===== src/touch_baseline_hysteresis_detector_defines.svh =====
// ---------------------------------------------------------------------------
// touch baseline hysteresis detector assertion macros
// concurrent checks on a clock and an active-low reset, empty in synthesis
// ---------------------------------------------------------------------------
`ifndef TOUCH_BASELINE_HYSTERESIS_DETECTOR_DEFINES_SVH
`define TOUCH_BASELINE_HYSTERESIS_DETECTOR_DEFINES_SVH

`ifndef SYNTHESIS

// same-cycle implication
`define TBHD_ASSERT_IMP(lbl, clk, rst_n, pre, post, msg) \
	lbl: assert property (@(posedge clk) disable iff (!rst_n) (pre) |-> (post)) \
		else $error(msg);

// next-cycle implication
`define TBHD_ASSERT_NXT(lbl, clk, rst_n, pre, post, msg) \
	lbl: assert property (@(posedge clk) disable iff (!rst_n) (pre) |=> (post)) \
		else $error(msg);

`else

`define TBHD_ASSERT_IMP(lbl, clk, rst_n, pre, post, msg)
`define TBHD_ASSERT_NXT(lbl, clk, rst_n, pre, post, msg)

`endif

`endif


===== src/tbhd_pkg.sv =====
// ---------------------------------------------------------------------------
// tbhd_pkg
// widths, register indexes, reset values and shared types of the detector
// ---------------------------------------------------------------------------
package tbhd_pkg;

	localparam int ADC_BITS      = 10;
	localparam int CNT_BITS      = 8;
	localparam int SUM_BITS      = ADC_BITS + CNT_BITS;
	localparam int THR_BITS      = 10;
	localparam int SHIFT_BITS    = 4;
	localparam int CFG_IDX_BITS  = 3;
	localparam int CFG_DATA_BITS = 10;
	localparam int DIV_STEP_BITS = $clog2(SUM_BITS);
	localparam int DELTA_BITS    = ADC_BITS + 1;

	// register indexes
	localparam logic [CFG_IDX_BITS-1:0] REG_SAMPLE_COUNT  = 3'd0;
	localparam logic [CFG_IDX_BITS-1:0] REG_ON_THRESHOLD  = 3'd1;
	localparam logic [CFG_IDX_BITS-1:0] REG_OFF_THRESHOLD = 3'd2;
	localparam logic [CFG_IDX_BITS-1:0] REG_IDLE_SHIFT    = 3'd3;
	localparam logic [CFG_IDX_BITS-1:0] REG_PRESSED_SHIFT = 3'd4;

	// register reset values
	localparam logic [CNT_BITS-1:0]   RST_SAMPLE_COUNT  = 8'd8;
	localparam logic [THR_BITS-1:0]   RST_ON_THRESHOLD  = 10'd40;
	localparam logic [THR_BITS-1:0]   RST_OFF_THRESHOLD = 10'd20;
	localparam logic [SHIFT_BITS-1:0] RST_IDLE_SHIFT    = 4'd4;
	localparam logic [SHIFT_BITS-1:0] RST_PRESSED_SHIFT = 4'd6;

	typedef logic [ADC_BITS-1:0]          level_t;
	typedef logic signed [ADC_BITS+1:0]   wide_delta_t;

	typedef struct packed {
		logic busy;
		logic done;
	} tbhd_div_stat_t;

	typedef struct packed {
		logic                  pressed;
		level_t                baseline;
		logic [DELTA_BITS-1:0] delta;
	} tbhd_trk_res_t;

endpackage


===== src/tbhd_div.sv =====
// ---------------------------------------------------------------------------
// tbhd_div
// restoring divider, one quotient bit per cycle through one subtractor
// ---------------------------------------------------------------------------
module tbhd_div
	import tbhd_pkg::*;
(
	input  logic                clk,
	input  logic                arst_n,
	input  logic                start,
	input  logic [SUM_BITS-1:0] dividend,
	input  logic [CNT_BITS-1:0] divisor,
	output tbhd_div_stat_t      stat,
	output logic [SUM_BITS-1:0] quotient
);

	logic [SUM_BITS-1:0]      acc_q;
	logic [CNT_BITS-1:0]      rem_q;
	logic [CNT_BITS-1:0]      dvs_q;
	logic [DIV_STEP_BITS-1:0] step_q;
	logic                     busy_q;
	logic                     done_q;

	logic [CNT_BITS:0]   rem_sh;
	logic [CNT_BITS+1:0] diff;
	logic                ge;

	// shared subtract and compare
	assign rem_sh = {rem_q, acc_q[SUM_BITS-1]};
	assign diff   = {1'b0, rem_sh} - {2'b00, dvs_q};
	assign ge     = ~diff[CNT_BITS+1];

	always_ff @(posedge clk or negedge arst_n) begin
		if (!arst_n) begin
			busy_q <= 1'b0;
			done_q <= 1'b0;
			step_q <= '0;
		end else begin
			done_q <= 1'b0;
			if (start) begin
				busy_q <= 1'b1;
				step_q <= '0;
			end else if (busy_q) begin
				if (step_q == DIV_STEP_BITS'(SUM_BITS - 1)) begin
					busy_q <= 1'b0;
					done_q <= 1'b1;
				end
				step_q <= step_q + 1'b1;
			end
		end
	end

	always_ff @(posedge clk) begin
		if (start) begin
			acc_q <= dividend;
			rem_q <= '0;
			dvs_q <= divisor;
		end else if (busy_q) begin
			acc_q <= {acc_q[SUM_BITS-2:0], ge};
			rem_q <= ge ? diff[CNT_BITS-1:0] : rem_sh[CNT_BITS-1:0];
		end
	end

	assign stat.busy = busy_q;
	assign stat.done = done_q;
	assign quotient  = acc_q;

endmodule


===== src/tbhd_track.sv =====
// ---------------------------------------------------------------------------
// tbhd_track
// baseline tracking and press hysteresis, state moves once per average
// ---------------------------------------------------------------------------
module tbhd_track
	import tbhd_pkg::*;
(
	input  logic                  clk,
	input  logic                  arst_n,
	input  logic                  update,
	input  level_t                avg,
	input  logic [THR_BITS-1:0]   on_thr,
	input  logic [THR_BITS-1:0]   off_thr,
	input  logic [SHIFT_BITS-1:0] idle_shift,
	input  logic [SHIFT_BITS-1:0] pressed_shift,
	output tbhd_trk_res_t         res
);

	level_t base_q;
	logic   loaded_q;
	logic   pressed_q;

	wide_delta_t delta_cur;
	wide_delta_t drift;
	wide_delta_t drift_sh;
	wide_delta_t base_drift;
	wide_delta_t delta_nx;
	logic [SHIFT_BITS-1:0] shamt;
	level_t base_nx;
	logic   pressed_nx;

	assign delta_cur  = wide_delta_t'(base_q) - wide_delta_t'(avg);
	assign drift      = wide_delta_t'(avg) - wide_delta_t'(base_q);
	assign shamt      = pressed_q ? pressed_shift : idle_shift;
	assign drift_sh   = drift >>> shamt;
	assign base_drift = wide_delta_t'(base_q) + drift_sh;

	always_comb begin
		base_nx    = base_q;
		pressed_nx = pressed_q;
		if (!loaded_q) begin
			// first average only loads the baseline
			base_nx    = avg;
			pressed_nx = 1'b0;
		end else if (!pressed_q) begin
			if (delta_cur >= wide_delta_t'(on_thr))
				pressed_nx = 1'b1;
			else
				base_nx = base_drift[ADC_BITS-1:0];
		end else begin
			if (delta_cur <= wide_delta_t'(off_thr))
				pressed_nx = 1'b0;
			base_nx = base_drift[ADC_BITS-1:0];
		end
	end

	assign delta_nx = wide_delta_t'(base_nx) - wide_delta_t'(avg);

	always_ff @(posedge clk or negedge arst_n) begin
		if (!arst_n) begin
			base_q    <= '0;
			loaded_q  <= 1'b0;
			pressed_q <= 1'b0;
		end else if (update) begin
			base_q    <= base_nx;
			loaded_q  <= 1'b1;
			pressed_q <= pressed_nx;
		end
	end

	assign res.pressed  = pressed_nx;
	assign res.baseline = base_nx;
	assign res.delta    = delta_nx[DELTA_BITS-1:0];

endmodule


===== src/touch_baseline_hysteresis_detector.sv =====
// ---------------------------------------------------------------------------
// touch_baseline_hysteresis_detector
// sample averaging, shared iterative divide, baseline tracking and hysteresis
// ---------------------------------------------------------------------------
// Each input beat is one ADC reading; readings are summed until
// sample_count of them are in (a count of zero acts as one).
// The beat that completes an average starts the shared restoring divider,
// which makes one quotient bit per cycle: in_ready then stays low while it
// divides and until the result is loaded into the output register, which
// waits while a previous result is still held with out_ready low. Each
// average gives one output beat with pressed, average, baseline and delta.
// Configuration writes are taken in any cycle.
// ---------------------------------------------------------------------------
`include "touch_baseline_hysteresis_detector_defines.svh"

module touch_baseline_hysteresis_detector
	import tbhd_pkg::*;
(
	input  logic                     clk,
	input  logic                     arst_n,
	input  logic                     in_valid,
	output logic                     in_ready,
	input  logic [ADC_BITS-1:0]      sample,
	output logic                     out_valid,
	input  logic                     out_ready,
	output logic                     pressed,
	output logic [ADC_BITS-1:0]      average,
	output logic [ADC_BITS-1:0]      baseline,
	output logic signed [DELTA_BITS-1:0] delta,
	input  logic                     cfg_valid,
	output logic                     cfg_ready,
	input  logic [CFG_IDX_BITS-1:0]  cfg_index,
	input  logic [CFG_DATA_BITS-1:0] cfg_data
);

	typedef enum logic [1:0] {
		ST_IDLE,
		ST_DIV,
		ST_HOLD
	} state_t;

	state_t state_q;

	logic [CNT_BITS-1:0]   sample_count_q;
	logic [THR_BITS-1:0]   on_thr_q;
	logic [THR_BITS-1:0]   off_thr_q;
	logic [SHIFT_BITS-1:0] idle_shift_q;
	logic [SHIFT_BITS-1:0] pressed_shift_q;

	logic [SUM_BITS-1:0] sum_q;
	logic [CNT_BITS-1:0] cnt_q;
	logic                out_valid_q;
	logic                pressed_q;
	level_t              average_q;
	level_t              baseline_q;
	logic [DELTA_BITS-1:0] delta_q;

	logic [CNT_BITS-1:0] count_eff;
	logic [SUM_BITS-1:0] sum_nx;
	logic [CNT_BITS-1:0] cnt_nx;
	logic                in_beat;
	logic                complete;
	logic                div_start;
	logic                hold_load;
	tbhd_div_stat_t      div_stat;
	logic [SUM_BITS-1:0] quotient;
	level_t              avg;
	tbhd_trk_res_t       trk_res;

	assign cfg_ready = 1'b1;

	always_ff @(posedge clk or negedge arst_n) begin
		if (!arst_n) begin
			sample_count_q  <= RST_SAMPLE_COUNT;
			on_thr_q        <= RST_ON_THRESHOLD;
			off_thr_q       <= RST_OFF_THRESHOLD;
			idle_shift_q    <= RST_IDLE_SHIFT;
			pressed_shift_q <= RST_PRESSED_SHIFT;
		end else if (cfg_valid) begin
			unique case (cfg_index)
				REG_SAMPLE_COUNT:  sample_count_q  <= cfg_data[CNT_BITS-1:0];
				REG_ON_THRESHOLD:  on_thr_q        <= cfg_data[THR_BITS-1:0];
				REG_OFF_THRESHOLD: off_thr_q       <= cfg_data[THR_BITS-1:0];
				REG_IDLE_SHIFT:    idle_shift_q    <= cfg_data[SHIFT_BITS-1:0];
				REG_PRESSED_SHIFT: pressed_shift_q <= cfg_data[SHIFT_BITS-1:0];
				default: ;
			endcase
		end
	end

	assign count_eff = (sample_count_q == '0) ? CNT_BITS'(1) : sample_count_q;
	assign in_ready  = (state_q == ST_IDLE);
	assign in_beat   = in_valid && in_ready;
	assign sum_nx    = sum_q + SUM_BITS'(sample);
	assign cnt_nx    = cnt_q + 1'b1;
	// counter wrap also ends an average
	assign complete  = (cnt_nx == '0) || (cnt_nx >= count_eff);
	assign div_start = in_beat && complete;
	assign hold_load = (state_q == ST_HOLD) && (!out_valid_q || out_ready);
	assign avg       = quotient[ADC_BITS-1:0];

	tbhd_div u_div (
		.clk      (clk),
		.arst_n   (arst_n),
		.start    (div_start),
		.dividend (sum_nx),
		.divisor  (count_eff),
		.stat     (div_stat),
		.quotient (quotient)
	);

	tbhd_track u_track (
		.clk           (clk),
		.arst_n        (arst_n),
		.update        (hold_load),
		.avg           (avg),
		.on_thr        (on_thr_q),
		.off_thr       (off_thr_q),
		.idle_shift    (idle_shift_q),
		.pressed_shift (pressed_shift_q),
		.res           (trk_res)
	);

	always_ff @(posedge clk or negedge arst_n) begin
		if (!arst_n) begin
			state_q     <= ST_IDLE;
			sum_q       <= '0;
			cnt_q       <= '0;
			out_valid_q <= 1'b0;
		end else begin
			if (out_valid_q && out_ready && !hold_load)
				out_valid_q <= 1'b0;
			unique case (state_q)
				ST_IDLE: begin
					if (in_beat) begin
						if (complete) begin
							sum_q   <= '0;
							cnt_q   <= '0;
							state_q <= ST_DIV;
						end else begin
							sum_q <= sum_nx;
							cnt_q <= cnt_nx;
						end
					end
				end
				ST_DIV: begin
					if (div_stat.done)
						state_q <= ST_HOLD;
				end
				ST_HOLD: begin
					if (hold_load) begin
						out_valid_q <= 1'b1;
						state_q     <= ST_IDLE;
					end
				end
				default: state_q <= ST_IDLE;
			endcase
		end
	end

	always_ff @(posedge clk) begin
		if (hold_load) begin
			pressed_q  <= trk_res.pressed;
			average_q  <= avg;
			baseline_q <= trk_res.baseline;
			delta_q    <= trk_res.delta;
		end
	end

	assign out_valid = out_valid_q;
	assign pressed   = pressed_q;
	assign average   = average_q;
	assign baseline  = baseline_q;
	assign delta     = delta_q;

	`TBHD_ASSERT_IMP(a_done_in_div, clk, arst_n, div_stat.done, state_q == ST_DIV, "divider done outside divide state")
	`TBHD_ASSERT_IMP(a_ready_div_idle, clk, arst_n, in_ready, !div_stat.busy && !div_stat.done, "input ready while divider works")
	`TBHD_ASSERT_NXT(a_start_busy, clk, arst_n, div_start, div_stat.busy && state_q == ST_DIV, "completed average did not start divider")
	`TBHD_ASSERT_NXT(a_load_out, clk, arst_n, hold_load, out_valid && state_q == ST_IDLE, "result load did not raise out_valid")

endmodule


===== config.mk =====
export PLATFORM = sky130hd
export DESIGN_NAME = touch_baseline_hysteresis_detector
export DESIGN_NICKNAME = d
export VERILOG_FILES = /design/src/tbhd_pkg.sv /design/src/tbhd_div.sv /design/src/tbhd_track.sv /design/src/touch_baseline_hysteresis_detector.sv
export VERILOG_INCLUDE_DIRS = /design/src /design/src/src
export SDC_FILE = /design/constraint.sdc
export NUM_CORES = 1
export LEC_CHECK = 0
export BUFFER_PORTS_ARGS = -buffer_cell sky130_fd_sc_hd__buf_2
export CAP_MARGIN = 20
export CORE_MARGIN = 2
export CORE_UTILIZATION = 30
export CTS_BUF_LIST = sky130_fd_sc_hd__clkbuf_8
export DETAILED_ROUTE_END_ITERATION = 8
export PLACE_DENSITY = 0.45
export SETUP_SLACK_MARGIN = 0.4
export SYNTH_ARGS = -nofsm -noshare
export SYNTH_HDL_FRONTEND = slang
export SYNTH_HIERARCHICAL = 1
export SYNTH_SLANG_ARGS = --single-unit

===== constraint.sdc =====
create_clock -name clk -period 6.2 [get_ports clk]
set_input_delay 0.93 -clock clk [delete_from_list [all_inputs] [get_ports clk]]
set_output_delay 0.93 -clock clk [all_outputs]
set_load 0.01 [all_outputs]

# --- Word-level counts from Yosys, hierarchy flattened ---
# Index checks and enable logic that the tools add are counted.
totals:
  ff_bits: 150
  inputBits: 28
  output_inout_bits: 35
  word_cells: 97
op_classes:
  addsub: 8
  magnitude_cmp: 3
  n_eq_ne: 11
  shifts: 1
  mux: 30
  bitwise_logic: 1
  n_reduce_logical: 21
ops:
  columns: ["operator", "n"]
  rows:
  - ["18-bit 2-to-1 mux", 3]
  - ["10-bit by 10-bit subtractor with 11-bit output", 3]
  - ["10-bit 2-to-1 mux", 3]
  - ["8-bit 2-to-1 mux", 3]
  - ["18-bit by 10-bit adder with 18-bit output", 1]
  - ["8-bit logical NOT", 2]
  - ["1-bit 2-to-1 mux", 13]
  - ["12-bit by 11-bit greater-or-equal comparator with 1-bit output", 1]
  - ["12-bit by 11-bit less-or-equal comparator with 1-bit output", 1]
  - ["2-bit AND reduction", 6]
  - ["12-bit by 4-bit >>> shifter with 10-bit output", 1]
  - ["10-bit adder", 1]
  - ["5-bit 2-to-1 mux", 2]
  - ["9-bit by 8-bit subtractor with 10-bit output", 1]
  - ["8-bit by 1-bit adder with 8-bit output (second input constant)", 1]
  - ["8-bit greater-or-equal comparator", 1]
  - ["2-bit 2-to-1 mux", 4]
  - ["3-bit by 2-bit == test with 1-bit output (second input constant)", 2]
  - ["2-bit by 1-bit inequality test with 1-bit output (second input constant)", 3]
  - ["2-bit one-hot mux with 3 select lines", 1]
  - ["5-bit by 1-bit adder with 5-bit output (second input constant)", 1]
  - ["5-bit == test (second input constant)", 1]
  - ["1-bit logical AND", 5]
  - ["4-bit 2-to-1 mux", 1]
  - ["12 further kinds", 14]

# --- Longest topological paths before layout ---
# Gate-level depths: netlist of the first run.
depth:
  depth_word: 8
  depth_mapped: 28
  mapped_depth_nobuf: 28

# --- Hierarchy ---
# The synthesis of the first run kept the hierarchy.
modules_own_cells:
  columns: ["module", "n_inst", "cells_per_inst", "area_each_um2", "seq_area_each_um2"]
  rows:
  - ["touch_baseline_hysteresis_detector", 1, 363, 4525.6, 2597.5]
  - ["tbhd_track", 1, 503, 3682.3, 300.3]
  - ["tbhd_div", 1, 173, 2093.3, 1116.1]

# --- Worst setup path before layout of the first run ---
# Ideal clock, no wire load.
synth_timing:
  path_kind: "flip-flop to flip-flop"
  startpoint: "reg u_track.base_q[0]"
  endpoint: "reg delta_q[10], in the netlist delta[10], data pin"
  setup_time_ns: 0.146
  arrival_ns: 5.215
  required_time_ns: 6.054
  slack_ns: 0.839
  path_stages_with_launch: 26
  path_buffers: 0
  period_less_slack_ns: 5.361
  path_cell_list: "dfrtp_1 -> inv_1 -> ha_1 -> inv_1 -> fa_1 -> a211oi_1 -> o21ai_1 -> a21o_1 -> a21o_1 -> a21oi_1 -> xnor2_1 -> ha_1 -> a211oi_1 -> o21ai_0 -> o311ai_2 -> or2_2 -> a21oi_1 -> mux2_2 -> fa_1 -> a21o_1 -> a21oi_1 -> o21ai_0 -> a21oi_1 -> o21ai_0 -> a21o_1 -> a21oi_1"
synth_rtl:
  columns: ["element", "line_no", "source"]
  rows:
  - ["from (decl)", "tbhd_track.sv:19", "level_t base_q;"]
  - ["from (signal assigned)", "tbhd_track.sv:65", "base_q <= base_nx;"]
  - ["to (signal assigned)", "touch_baseline_hysteresis_detector.sv:166", "delta_q <= trk_res.delta;"]
  - ["to (decl)", "touch_baseline_hysteresis_detector.sv:56", "logic [DELTA_BITS-1:0] delta_q;"]

==> impl_metrics.csv, run 1 <==
group,metric,value,unit
clock_network,hold_buffers,0,
sta,min_period,5.58,ns
floorplan,num_rows,67,
floorplan,start_util,30.5,%
cells_and_area,layout_common_cells,"84 x inv_1, 83 x ha_1, 75 x dfrtp_1",
drt,ant_nets,0,
setup_path,end_kind,"flop",
cells_and_area,final_common_cell,"inv_1",
sta,relSlewSlack,37.0,%
sta,setup_tns,0,ns
grt,antenna_found_initial,0,
sta,rsz0062_at_grt,"yes",
worst_hold_path,hold_class,"in2async",
floorplan,top_level_ports,63,
sta,clock_skew,0.0177,ns
yosys,yosysWarnings,6,
cells_and_area,fill_cells,3512,
yosys,syn_nets,1161,
setup_path,setup.worst_path.class,"reg2reg",
clock_network,cts.reportedPaths.clkPinSlew,0.09,ns
cells_and_area,drive_gt1_share,21.8,%
sta,hold_viol_final,0,
cells_and_area,nets,1226,
grt,grt_pass1_vias,7759,
placement,dp_hpwl,20.7,mm
setup_path,start_kind,"flop",
floorplan,dieArea,35800,sq um
placement,gp_congestion,0.858,
sta,fin_crit_sh,90.0,%
floorplan,die_w,189,um
run_status,status,"finished clean",
drt,route.detailed.drc,0,
sta,setup_viol,0,
yosys,syn-cell-area,10300,sq um
floorplan,die-height,189,um
cells_and_area,area_growth,14.3,%
grt,grt_pass1_wl,44.3,mm
drt,wl_per_cell,17.8,um
yosys,syn_area_per_cell,9.92,sq um
grt,grt-ovfl-total,0,
clock_network,ctsLongestPathBuffers,2,
clock_network,tritoncts,"built",
sta,fmax,0.179,GHz
grt,grt_max_degree,45,
setup_path,worstPathArrival,5.86,ns
sta,worst_pin_slew,0.941,ns
cells_and_area,diodes,0,
drt,wirelength,27.8,mm
clock_network,cts_buffers,17,
grt,grt_usage,15.8,%
drt,dr.pass1.iters,7,
flow_run,maxCapViolCount,0,
drt,vias,7919,
cells_and_area,register_area,4020,sq um
floorplan,core_area,33700,sq um
clock_network,cts.sinks,150,
clock_network,cts-htree-levels,4,
cells_and_area,multiInputGateArea,5850,sq um
placement,io_buffers,61,
drt,dr.first_iter.drc_count,627,
clock_network,clk-insertion-delay-late,0.46,ns
setup_path,crit_fanout,8,
sta,slew_viol_final,0,
yosys,synth_cells,1038,
drt,viasPerCell,5.06,
setup_path,worstPathRequired,6.48,ns
clock_network,cts_root_buffer,"clkbuf_8",
## flip-flops by register name, indices dropped and copies added, names as in the netlist, 5 cells and up
signal,cells
delta,11
average,10
sum_q,18
u_div/step_q,5
u_div/rem_q,8
u_div/dvs_q,8
cnt_q,8
off_thr_q,10
baseline,10
u_track/base_q,10
sample_count_q,8
on_thr_q,10
u_div/quotient,18
## final cells by class
| cell class | instances | share of cell area, % |
|---|---|---|
| Clock inverter | 15 | 1.94 |
| Inverter | 84 | 2.68 |
| Clock buffer | 17 | 1.99 |
| Timing Repair Buffer | 94 | 4.75 |
| Multi-Input combinational cell | 756 | 49.8 |
| Sequential cell | 150 | 34.1 |
| Tap cell | 448 | 4.76 |
## worst paths after layout
kind | start | end | slack [ns] | depth (start not counted)
hold reg to reg | u_div/done_q | state_q[0] | 0.46 | 1
min in group clk | u_div/done_q | state_q[0] | 0.46 | 1
hold / removal | arst_n | u_track/base_q[7] | 0.46 | 1
max in group asynchronous | arst_n | u_track/base_q[0] | 4.67 | 2
setup reg to reg | u_div/quotient[2] | delta[9] | 0.62 | 23
setup / recovery | u_div/quotient[2] | delta[9] | 0.62 | 23
## routing by layer
layer  vias up  wire (um)  part of all wire [%]  track usage [%]
met1      3796      14300                    51             23.0
met4         0        474                   1.7             4.80
met5         -          0                     0                0
met3        17       1050                   3.8             2.63
li1       3929          -                     -                -
met2       177      12000                    43             24.0
## through the flow
| stage | area (sq um) | setup WS, ns | hold slack, ns | std cells | util [%] |
|---|---|---|---|---|---|
| floorplan | 10300 | 0.839 | 0.437 | 1038 | - |
| global placement | 11100 | 0.206 | 0.438 | 1526 | 32.9 |
| detailed placement | 11100 | 0.229 | 0.442 | 1526 | 32.9 |
| CTS | 11600 | 0.382 | 0.457 | 1558 | 34.4 |
| global route | 11800 | 0.345 | 0.470 | 1564 | 34.9 |
| finish | 11800 | 0.619 | 0.462 | 1564 | 34.9 |
## timing repair
item | 4_1_cts | 5_1_grt
resized for setup | 5 | 37
pin swaps | 0 | 13
buffers inserted | 0 | 6
endpoints found under the setup margin | 3 | 6
## worst max-delay path, cell delays in order, from the launching register on
cell      delay [ns]
edfxtp_1        0.49
inv_1           0.16
ha_2            0.35
o21a_1          0.20
o31a_2          0.12
o21ai_0         0.29
a21oi_1         0.13
xor2_1          0.40
a31oi_1         0.22
a222oi_1        0.37
buf_4           0.21
ha_1            0.26
a21oi_1         0.18
o211ai_1        0.21
a41o_1          0.25
nor2_1          0.11
o21ai_0         0.09
a21oi_1         0.18
nor3_2          0.09
ha_1            0.32
inv_1           0.09
or3_1           0.30
or3_1           0.31
o311ai_1        0.09
Power of run 1 is left out: the tool's default activity adds up to more than one toggle a clock period on the data nets, which glitch-free logic cannot reach.
==> inputs of run 2 (changes only) <==
Settings changed: CTS_BUF_LIST sky130_fd_sc_hd__clkbuf_8 to default.
==> impl_metrics.csv, run 2 (same netlist as run 1, synthesis figures left out) <==
group,metric,value,unit
grt,grt_pass1_vias,7788,
clock_network,cts-htree-levels,4,
sta,hold_viol_final,0,
sta,relSlewSlack,36.3,%
floorplan,dieArea,35800,sq um
sta,clock_skew,0.00974,ns
drt,viasPerCell,5.08,
cells_and_area,area_growth,15.8,%
sta,setup_viol,0,
drt,dr.first_iter.drc_count,642,
sta,slew_viol_final,0,
floorplan,die-height,189,um
setup_path,end_kind,"flop",
placement,dp_hpwl,20.7,mm
setup_path,setup.worst_path.class,"reg2reg",
cells_and_area,nets,1225,
cells_and_area,layout_common_cells,"84 x ha_1, 83 x inv_1, 75 x dfrtp_1",
setup_path,critPathMostFrequentCell,"inv_1",
sta,worst_pin_slew,0.952,ns
clock_network,tritoncts,"built",
clock_network,cts.reportedPaths.clkPinSlew,0.07,ns
setup_path,crit_fanout,5,
run_status,status,"finished clean",
setup_path,start_kind,"flop",
floorplan,num_rows,67,
grt,grt_usage,16.0,%
cells_and_area,fill_cells,3488,
floorplan,top_level_ports,63,
sta,rsz0062_at_grt,"yes",
clock_network,clk-insertion-delay-late,0.43,ns
setup_path,worstPathRequired,6.44,ns
cells_and_area,final_common_cell,"ha_1",
grt,grt_pass1_wl,44.6,mm
grt,grt-ovfl-total,0,
placement,io_buffers,61,
clock_network,cts_root_buffer,"clkbuf_16",
drt,wirelength,28.0,mm
setup_path,max_stage_delay,0.42,ns
drt,wl_per_cell,17.9,um
cells_and_area,register_area,4020,sq um
clock_network,cts_buffers,17,
setup_path,worstPathArrival,5.84,ns
sta,min_period,5.60,ns
clock_network,cts.sinks,150,
sta,fin_crit_sh,90.3,%
grt,antenna_found_initial,0,
drt,ant_nets,0,
drt,dr.pass1.iters,7,
sta,fmax,0.179,GHz
setup_path,cp_slowest_cell,"a221o_1",
cells_and_area,drive_gt1_share,21.5,%
drt,route.detailed.drc,0,
cells_and_area,diodes,0,
floorplan,die_w,189,um
flow_run,maxCapViolCount,0,
drt,vias,7934,
floorplan,start_util,30.5,%
cells_and_area,multiInputGateArea,5840,sq um
floorplan,core_area,33700,sq um
clock_network,ctsLongestPathBuffers,2,
grt,grt_max_degree,45,
worst_hold_path,hold_class,"reg2reg",
placement,gp_congestion,0.858,
sta,setup_tns,0,ns
clock_network,hold_buffers,0,
## run 2: cell count changes in the layout (fill, tap and decap cells not counted), sizes merged
cell | before | now
clkbuf | 17 | 20
bufinv | 5 | 3
buf | 94 | 93
inv | 88 | 87
## run 2: worst max-delay path: cells and delay by family, from the launching register on
family	cells	cell delay (ns)
buffers and inverters	4	0.41
xor gates and xnor gates	1	0.19
DFF	1	0.39
muxes	1	0.18
AOI/OAI and AO/OA	11	2.26
and+or+nand+nor	4	0.82
adders and majority gates	4	1.14
## run 2: metrics by stage
stage	hold WS [ns]	std cells	setup WS (ns)	area, sq um	util, %
global placement	0.438	1526	0.206	11100	32.9
finish	0.460	1563	0.601	11900	35.4
floorplan	0.437	1038	0.839	10300	-
global route	0.463	1563	0.252	11900	35.4
detailed placement	0.442	1526	0.229	11100	32.9
CTS	0.459	1558	0.387	11800	34.9
## run 2: worst paths after layout
kind / start / endpoint / slack [ns] / depth (start not counted)
max: u_div/quotient[0] / delta[9] / 0.60 / 25
min: sample_count_q[6] / u_div/dvs_q[6] / 0.46 / 0
max reg2reg: u_div/quotient[0] / delta[9] / 0.60 / 25
min reg2reg: sample_count_q[6] / u_div/dvs_q[6] / 0.46 / 0
max in group asynchronous: arst_n / u_track/base_q[0] / 4.62 / 2
min in group asynchronous: arst_n / u_track/base_q[7] / 0.50 / 1
## run 2: per-layer routing
layer / wire [um] / GRT usage [%] / vias to the layer above
li1: - / - / 3935
met1: 14500 / 23.0 / 3815
met2: 12100 / 24.2 / 156
met3: 847 / 2.37 / 28
met4: 629 / 5.75 / 0
met5: 0 / 0 / -
## run 2: final cells by class
cell class              instances  share of cell area [%]
clock inverters                12                    1.37
repair buffers                 93                    4.63
flip-flops and latches        150                    33.7
multi-input cells             756                    49.0
clock buffers                  20                    4.02
well taps                     448                    4.70
inverters                      84                    2.64
## run 2: timing repair
| action | 4_1_cts | 5_1_grt |
|---|---|---|
| setup buffers | 0 | 5 |
| gates resized for setup | 6 | 34 |
| hold endpoints to repair | 0 | 0 |
| pin swaps | 0 | 11 |
| setup endpoints to repair | 3 | 6 |
Power of run 2 is left out for the same reason.
